<file path="config.mk">
export PLATFORM = sky130hd
export DESIGN_NAME = coalescing_update_queue
export DESIGN_NICKNAME = d
export VERILOG_FILES = /design/src/hw/rtl/cuq_pkg.sv /design/src/hw/rtl/coalescing_update_queue.sv
export VERILOG_INCLUDE_DIRS = /design/src /design/src/hw/rtl
export SDC_FILE = /design/constraint.sdc
export NUM_CORES = 2
export LEC_CHECK = 0
export BUFFER_PORTS_ARGS = -buffer_cell sky130_fd_sc_hd__buf_2
export CAP_MARGIN = 20
export CORE_ASPECT_RATIO = 0.9
export CORE_MARGIN = 3
export CORE_UTILIZATION = 50
export DETAILED_ROUTE_END_ITERATION = 7
export GPL_TIMING_DRIVEN = 0
export PLACE_DENSITY = 0.8
export SLEW_MARGIN = 30
export SYNTH_ARGS = -nofsm -noshare
export SYNTH_HDL_FRONTEND = slang
export SYNTH_SLANG_ARGS = --single-unit
</file>
<file path="constraint.sdc">
create_clock -name i_clk -period 5.32 [get_ports i_clk]
set_clock_uncertainty 0.2 [all_clocks]
set_input_delay 0.266 -clock i_clk [delete_from_list [all_inputs] [get_ports i_clk]]
set_output_delay 0.266 -clock i_clk [all_outputs]
set_load 0.05 [all_outputs]
</file>
<file path="src/hw/rtl/coalescing_update_queue_assert.svh">
// Assertion macros for the coalescing update queue.
`ifndef COALESCING_UPDATE_QUEUE_ASSERT_SVH
`define COALESCING_UPDATE_QUEUE_ASSERT_SVH
`ifndef SYNTHESIS
`define CUQ_ASSERT_IMPL(label, clk, rst_n, prop, msg) \
    label: assert property (@(posedge clk) disable iff (!rst_n) (prop)) else $error(msg);
`define CUQ_ASSERT_NEXT(label, clk, rst_n, cond, prop, msg) \
    label: assert property (@(posedge clk) disable iff (!rst_n) (cond) |=> (prop)) \
        else $error(msg);
`else
`define CUQ_ASSERT_IMPL(label, clk, rst_n, prop, msg)
`define CUQ_ASSERT_NEXT(label, clk, rst_n, cond, prop, msg)
`endif
`endif

</file>
<file path="src/hw/rtl/cuq_pkg.sv">
// ----------------------------------------------------------------------------
// cuq_pkg
// Types and constants shared by the coalescing update queue.
// ----------------------------------------------------------------------------
package cuq_pkg;
    localparam int unsigned DefEntries   = 16;
    localparam int unsigned DefKeyBits   = 16;
    localparam int unsigned DefValueBits = 32;
    localparam int unsigned KeyPortBits  = 16;
    localparam int unsigned ValPortBits  = 32;
    localparam int unsigned StampBits    = 32;

    typedef enum logic [2:0] {
        ST_PUSHED   = 3'd0,
        ST_MERGED   = 3'd1,
        ST_POPPED   = 3'd2,
        ST_EMPTY    = 3'd3,
        ST_FULL     = 3'd4
    } t_status;

    typedef enum logic [2:0] {
        S_IDLE,
        S_SEARCH,
        S_PUSH_WR,
        S_POP_RD,
        S_POP_RD2,
        S_DONE
    } t_state;
endpackage

</file>
<file path="src/hw/rtl/coalescing_update_queue.sv">
// ----------------------------------------------------------------------------
// coalescing_update_queue
// Keyed FIFO that merges pushes to a key that is already queued.
// ----------------------------------------------------------------------------
// Usage: raise i_start with i_kind (0 push, 1 pop) and the payload while
// o_busy is low; the item is taken at that edge and o_busy rises.
// Exactly one result follows, shown for one cycle with o_valid high:
// o_status, o_out_key/o_out_value/o_out_stamp (popped data, else zero)
// and o_now_empty. The receiver cannot stall; the result is simply shown.
// Flow: a push scans the key memory one slot a cycle, then writes the
// chosen slot; a merge ends as soon as the matching slot is read. A pop
// reads the order ring, then the data memories, and shows its result
// from the registered read data. The next item may be started in the
// cycle the result shows.
// Reset clears the used bits, the ring pointers and the count; the data
// memories are not cleared, as the data of unused slots is never used.
// ----------------------------------------------------------------------------
`include "coalescing_update_queue_assert.svh"

module coalescing_update_queue
    import cuq_pkg::*;
#(
    parameter int unsigned ENTRIES    = DefEntries,
    parameter int unsigned KEY_BITS   = DefKeyBits,
    parameter int unsigned VALUE_BITS = DefValueBits
) (
    input  logic                   i_clk,
    input  logic                   i_rst_n,
    input  logic                   i_start,
    output logic                   o_busy,
    input  logic                   i_kind,
    input  logic [KeyPortBits-1:0] i_key_tag,
    input  logic [ValPortBits-1:0] i_new_value,
    input  logic [StampBits-1:0]   i_stamp,
    output logic                   o_valid,
    output logic [2:0]             o_status,
    output logic [KeyPortBits-1:0] o_out_key,
    output logic [ValPortBits-1:0] o_out_value,
    output logic [StampBits-1:0]   o_out_stamp,
    output logic                   o_now_empty
);
    localparam int unsigned IW = (ENTRIES > 1) ? $clog2(ENTRIES) : 1;
    localparam int unsigned CW = $clog2(ENTRIES + 1);

    logic [KEY_BITS-1:0]   key_mem   [ENTRIES];
    logic [VALUE_BITS-1:0] value_mem [ENTRIES];
    logic [StampBits-1:0]  stamp_mem [ENTRIES];
    logic [IW-1:0]         ring_mem  [ENTRIES];

    t_state r_state, n_state;
    logic [ENTRIES-1:0] r_used;
    logic [IW-1:0] r_head, r_tail;
    logic [CW-1:0] r_count;
    logic [CW-1:0] r_scan;
    logic [IW-1:0] r_free;
    logic          r_have_free;
    logic [KEY_BITS-1:0]   r_key;
    logic [VALUE_BITS-1:0] r_val;
    logic [StampBits-1:0]  r_stp;
    logic [IW-1:0] r_slot;
    logic [KEY_BITS-1:0]   r_key_rd;
    logic [VALUE_BITS-1:0] r_val_rd;
    logic [StampBits-1:0]  r_stp_rd;
    logic [IW-1:0] r_ring_rd;
    logic [IW-1:0] r_rd_idx;
    logic          r_rd_vld;
    logic [2:0]    r_res_status;
    logic          r_res_valid;

    logic [KEY_BITS-1:0]   in_key;
    logic [VALUE_BITS-1:0] in_val;
    logic                  accept;
    logic                  hit;
    logic                  scan_last;

    // widen or cut the port fields to the stored widths
    always_comb begin
        in_key = '0;
        in_val = '0;
        for (int b = 0; b < KEY_BITS; b++) begin
            if (b < KeyPortBits) begin
                in_key[b] = i_key_tag[b];
            end
        end
        for (int b = 0; b < VALUE_BITS; b++) begin
            if (b < ValPortBits) begin
                in_val[b] = i_new_value[b];
            end
        end
    end

    assign accept    = i_start && !o_busy;
    assign hit       = r_rd_vld && r_used[r_rd_idx] && (r_key_rd == r_key);
    assign scan_last = (r_scan == CW'(ENTRIES));

    // next state
    always_comb begin
        n_state = r_state;
        case (r_state)
            S_IDLE, S_DONE: begin
                if (accept) begin
                    n_state = i_kind ? S_POP_RD : S_SEARCH;
                end else begin
                    n_state = S_IDLE;
                end
            end
            S_SEARCH: begin
                if (hit || (scan_last && !r_rd_vld)) begin
                    n_state = S_PUSH_WR;
                end
            end
            S_PUSH_WR: n_state = S_DONE;
            S_POP_RD:  n_state = S_POP_RD2;
            S_POP_RD2: n_state = S_DONE;
            default:   n_state = S_IDLE;
        endcase
    end

    // outputs
    always_comb begin
        o_busy  = !(r_state == S_IDLE || r_state == S_DONE);
        o_valid = r_res_valid;
    end

    always_ff @(posedge i_clk) begin
        if (!i_rst_n) begin
            r_state     <= S_IDLE;
            r_used      <= '0;
            r_head      <= '0;
            r_tail      <= '0;
            r_count     <= '0;
            r_scan      <= '0;
            r_rd_vld    <= 1'b0;
            r_res_valid <= 1'b0;
            r_have_free <= 1'b0;
        end else begin
            r_state     <= n_state;
            r_res_valid <= (r_state == S_PUSH_WR) || (r_state == S_POP_RD2);
            if (accept) begin
                r_key       <= in_key;
                r_val       <= in_val;
                r_stp       <= i_stamp;
                r_scan      <= '0;
                r_rd_vld    <= 1'b0;
                r_have_free <= 1'b0;
            end
            case (r_state)
                S_SEARCH: begin
                    // one read per cycle; compare the slot read last cycle
                    if (hit) begin
                        r_slot       <= r_rd_idx;
                        r_scan       <= CW'(ENTRIES);
                        r_rd_vld     <= 1'b0;
                        r_res_status <= ST_MERGED;
                    end else begin
                        if (!scan_last) begin
                            r_rd_idx <= r_scan[IW-1:0];
                            r_rd_vld <= 1'b1;
                            r_scan   <= r_scan + CW'(1);
                        end else begin
                            r_rd_vld <= 1'b0;
                        end
                        if (r_rd_vld && !r_used[r_rd_idx] && !r_have_free) begin
                            r_free      <= r_rd_idx;
                            r_have_free <= 1'b1;
                        end
                        if (scan_last && !r_rd_vld) begin
                            r_slot       <= r_free;
                            r_res_status <= r_have_free ? ST_PUSHED : ST_FULL;
                        end
                    end
                end
                S_PUSH_WR: begin
                    if (r_res_status == ST_PUSHED) begin
                        r_used[r_slot] <= 1'b1;
                        r_tail  <= (r_tail == IW'(ENTRIES - 1)) ? '0 : r_tail + IW'(1);
                        r_count <= r_count + CW'(1);
                    end
                end
                S_POP_RD: begin
                    r_res_status <= (r_count == '0) ? ST_EMPTY : ST_POPPED;
                end
                S_POP_RD2: begin
                    if (r_res_status == ST_POPPED) begin
                        r_used[r_ring_rd] <= 1'b0;
                        r_head  <= (r_head == IW'(ENTRIES - 1)) ? '0 : r_head + IW'(1);
                        r_count <= r_count - CW'(1);
                    end
                end
                default: ;
            endcase
        end
    end

    // memories: one read port each, registered read data
    always_ff @(posedge i_clk) begin
        if (r_state == S_SEARCH && !scan_last) begin
            r_key_rd <= key_mem[r_scan[IW-1:0]];
        end
        if (r_state == S_POP_RD) begin
            r_ring_rd <= ring_mem[r_head];
        end
        if (r_state == S_POP_RD2) begin
            r_key_rd <= key_mem[r_ring_rd];
            r_val_rd <= value_mem[r_ring_rd];
            r_stp_rd <= stamp_mem[r_ring_rd];
        end
        if (r_state == S_PUSH_WR &&
            (r_res_status == ST_PUSHED || r_res_status == ST_MERGED)) begin
            value_mem[r_slot] <= r_val;
            stamp_mem[r_slot] <= r_stp;
            if (r_res_status == ST_PUSHED) begin
                key_mem[r_slot]  <= r_key;
                ring_mem[r_tail] <= r_slot;
            end
        end
    end

    // result ports
    always_comb begin
        o_status    = r_res_status;
        o_out_key   = '0;
        o_out_value = '0;
        o_out_stamp = '0;
        o_now_empty = (r_count == '0);
        if (r_res_status == ST_POPPED) begin
            for (int b = 0; b < KeyPortBits; b++) begin
                if (b < KEY_BITS) begin
                    o_out_key[b] = r_key_rd[b];
                end
            end
            for (int b = 0; b < ValPortBits; b++) begin
                if (b < VALUE_BITS) begin
                    o_out_value[b] = r_val_rd[b];
                end
            end
            o_out_stamp = r_stp_rd;
        end
    end

    `CUQ_ASSERT_IMPL(a_count_range, i_clk, i_rst_n, r_count <= CW'(ENTRIES), "count overflow")
    `CUQ_ASSERT_IMPL(a_count_used, i_clk, i_rst_n, r_count == CW'($countones(r_used)), "count mismatch")
    `CUQ_ASSERT_NEXT(a_start_busy, i_clk, i_rst_n, accept, o_busy, "no busy after start")
endmodule
</file>
==> flow_summary.yaml <==
placement:
  port_buffers: 168
  place_area_um2: 66630
  dp_hpwl_mm: 103.1
  globalplace.congestion: 0.8349
worst_setup_path:
  critPathArrivalTime_ns: 3.82
  end_kind: "primary output"
  crit_chain: "nor3b_1, clkbuf_2, buf_16, clkbuf_1, and2_1, buf_2"
  slowest_stage: "clkbuf_1"
  critPathKind: "flip-flop to primary output"
  cpPeakStageDelay_ns: 0.70
  cp-start-kind: "flip-flop"
  crit_fanout: 10
  crit_required_ns: 4.85
die:
  ios: 170
  floorplan.initialDensity_pct: 50.43
  rows: 121
  die_w_um: 374.4
  die_h_um: 337.6
  core_um2: 121100
  dieArea_um2: 126400
clock_network:
  clk-insertion-delay-late_ns: 0.79
  cts_setup_buffers: 0
  cts_root_buffer: "clkbuf_16"
  clock_sinks: 1563
  cts.clk_slew.worst_paths_ns: 0.06
  cts_buffers: 150
  post_cts_resized: 0
  ctsLongestPathBuffers: 3
  htree_num_levels: 4
  cts_tree: "yes"
cells_and_area:
  final_cell_area_um2: 73000
  multi_input_area_um2: 14090
  num-fill-cells: 7929
  area_growth_pct: 19.52
  nets: 3309
  final-seq-area_um2: 46530
  drive_gt1_share_pct: 32.88
yosys:
  synth_area_um2: 61080
  yosys.cell_types.count: 57
  ys_ff_latch: 1563
  syn_inst: 2651
  yosysWarnings: 0
  synth_nets: 2746
  synthFlopType: "edfxtp_1"
  yosysSeqAreaShare_pct: 76.19
  synth-async-reset-ratio_pct: 0
  synth_edf_count: 1523
  synth_area_per_cell_um2: 23.04
sta:
  worst_slew_pin_slew_ns: 1.056
  finalHoldViolCount: 0
  setup_viol: 0
  fin_crit_sh_pct: 80.54
  maxSlewHeadroom_pct: 29.58
  fmax_ghz: 0.2334
  grt_setup_unrepaired: "no"
  slew_viol_final: 0
  fin_setup_tns_ns: 0
  layout_min_cycle_time_ns: 4.285
global_routing:
  grt_usage_pct: 27.76
  grt_max_degree: 24
  gr-total-overflow: 0
  grt_pass1_wl_mm: 247.6
  antenna_found_initial: 3
  grt_pass1_vias: 33473
route:
  drt_iter0_drc: 5165
  totalWireLength_mm: 173.9
  num_vias: 32714
  first_pass_iters: 6
  viasPerCell: 6.632
  wire_per_inst_um: 35.26
  drc: 0
  ant_nets: 0
min_path:
  hp-class: "input port to flip-flop"
flow_run:
  maxCapViolCount: 0
power:
  power.density_nw_per_um2: 348.6
  p_leak_nw: 23.31
  peakVddDrop_v: 0.0003376
status:
  status: "finished clean"
-- routing by layer --
metal / share of wire (%) / track usage [%] / up-vias
met5: 0 / 0 / -
met4: 4.0 / 10.83 / 0
met3: 13 / 7.280 / 477
met2: 49 / 45.45 / 2902
met1: 34 / 36.06 / 16976
li1: - / - / 12359
-- registers in the layout, summed over array words and instances, names as in the netlist, 32 cells and up --
name       flops
key_mem      256
r_stp         32
r_stp_rd      32
r_val         32
r_val_rd      32
ring_mem      64
stamp_mem    512
value_mem    512
-- final cells by class --
class / instances / share of cell area (%)
clock buffer: 180 / 5.310
inverter: 11 / 0.05656
buffer: 145 / 0.9564
tap: 1599 / 2.741
clock inverter: 91 / 1.387
sequential: 1563 / 63.75
multi-input combinational: 932 / 19.30
timing repair buffer: 411 / 6.501
antenna: 1 / 0.003428
-- placed cells by master, fill, tap and decap left out, types with 11 or more instances in the layout --
cell / count
edfxtp_1: 1523
mux4_2: 502
buf_2: 207
clkbuf_16: 150
dlygate4sd3_1: 142
clkbuf_1: 90
nand2_1: 89
and2_1: 83
buf_16: 75
dfxtp_1: 40
clkinv_1: 35
nor2_1: 35
nor2_4: 33
a21oi_1: 30
clkinv_2: 24
clkbuf_2: 18
nand3_1: 18
o21ai_0: 16
buf_8: 15
bufinv_16: 14
buf_1: 13
xnor2_1: 13
buf_6: 11
-- kinds of logic (layout without fill, tap and decap cells) --
group           after synthesis  in the layout  synth area share, %
simple gates                311            311                2.565
fa+ha+maj                    11             11               0.2376
other cells                   0              1                    0
flops                      1563           1563                76.19
buf+inv                     156            838                1.164
mux                         514            514                18.79
compound gates               73             73               0.7252
xor+xnor                     23             23               0.3298
-- final timing paths --
| path | start | endpoint | slack [ns] | cells past startpoint |
|---|---|---|---|---|
| max reg2reg | r_state[2] | r_count[4] | 1.06 | 13 |
| max | o_status[2] | o_out_value[4] | 1.04 | 6 |
| min | i_key_tag[5] | r_key[5] | 0.04 | 2 |
| min reg2reg | r_used[8] | r_used[8] | 0.26 | 2 |
-- worst max-delay path: cells and delay by family, from the launching register on --
family                 cells  cell delay [ns]
buffers and inverters      4             1.62
AND/OR/NAND/NOR            2             0.94
flip-flops                 1             0.46
-- per-stage QoR --
stage | instances | util [%] | hold slack (ns) | power [mW] | setup WS (ns)
after CTS | 4929 | 60.22 | 0.002204 | 25.47 | 1.115
after global routing | 4932 | 60.27 | 0.02101 | 26.04 | 0.9079
after detailed placement | 4516 | 55.01 | 0.2441 | 14.81 | 1.195
final | 4933 | 60.27 | 0.03572 | 25.44 | 1.035
after global placement | 4418 | 52.77 | 0.2425 | 14.77 | -4.405
after floorplan | 2651 | - | 0.1649 | 14.47 | 0.03632
-- power by group --
part / internal [mW] / switching, mW / leakage, nW
combinational: 0.401 / 0.446 / 6.90
clock: 5.96 / 4.82 / 2.37
sequential: 13.6 / 0.198 / 14.0
total: 20.0 / 5.47 / 23.3
-- synth_stat cells, drive strengths merged (2+ instances only) --
master / number / area [um2]
buf: 69 / 382.9
dfxtp: 40 / 800.8
nand3b: 3 / 22.52
a211oi: 2 / 15.01
ha: 10 / 125.1
nor2b: 9 / 56.30
nor4: 4 / 25.02
o41ai: 5 / 43.79
inv: 9 / 33.78
clkbuf: 76 / 286.5
or4: 2 / 15.01
xor2: 10 / 87.58
and2: 83 / 519.3
mux2i: 5 / 53.80
nand2: 89 / 334.1
nor3b: 3 / 22.52
nand2b: 7 / 43.79
or3: 4 / 25.02
nand3: 18 / 90.09
mux2: 5 / 63.81
a21oi: 30 / 150.1
mux4: 504 / 11360
edfxtp: 1523 / 45730
nand4bb: 3 / 38.79
nor2: 68 / 255.2
o21ai: 20 / 103.9
clkinv: 2 / 7.510
xnor2: 13 / 113.9
and3: 3 / 18.77
nor3: 10 / 60.06
o21a: 7 / 52.55
nor4b: 2 / 17.52
-- what timing repair did --
action                                  CTS  global route
endpoints found under the setup margin    0             0
hold endpoints to repair                 93             0
hold buffers                            142             0
No activity file was read; power rests on OpenSTA's default activity.
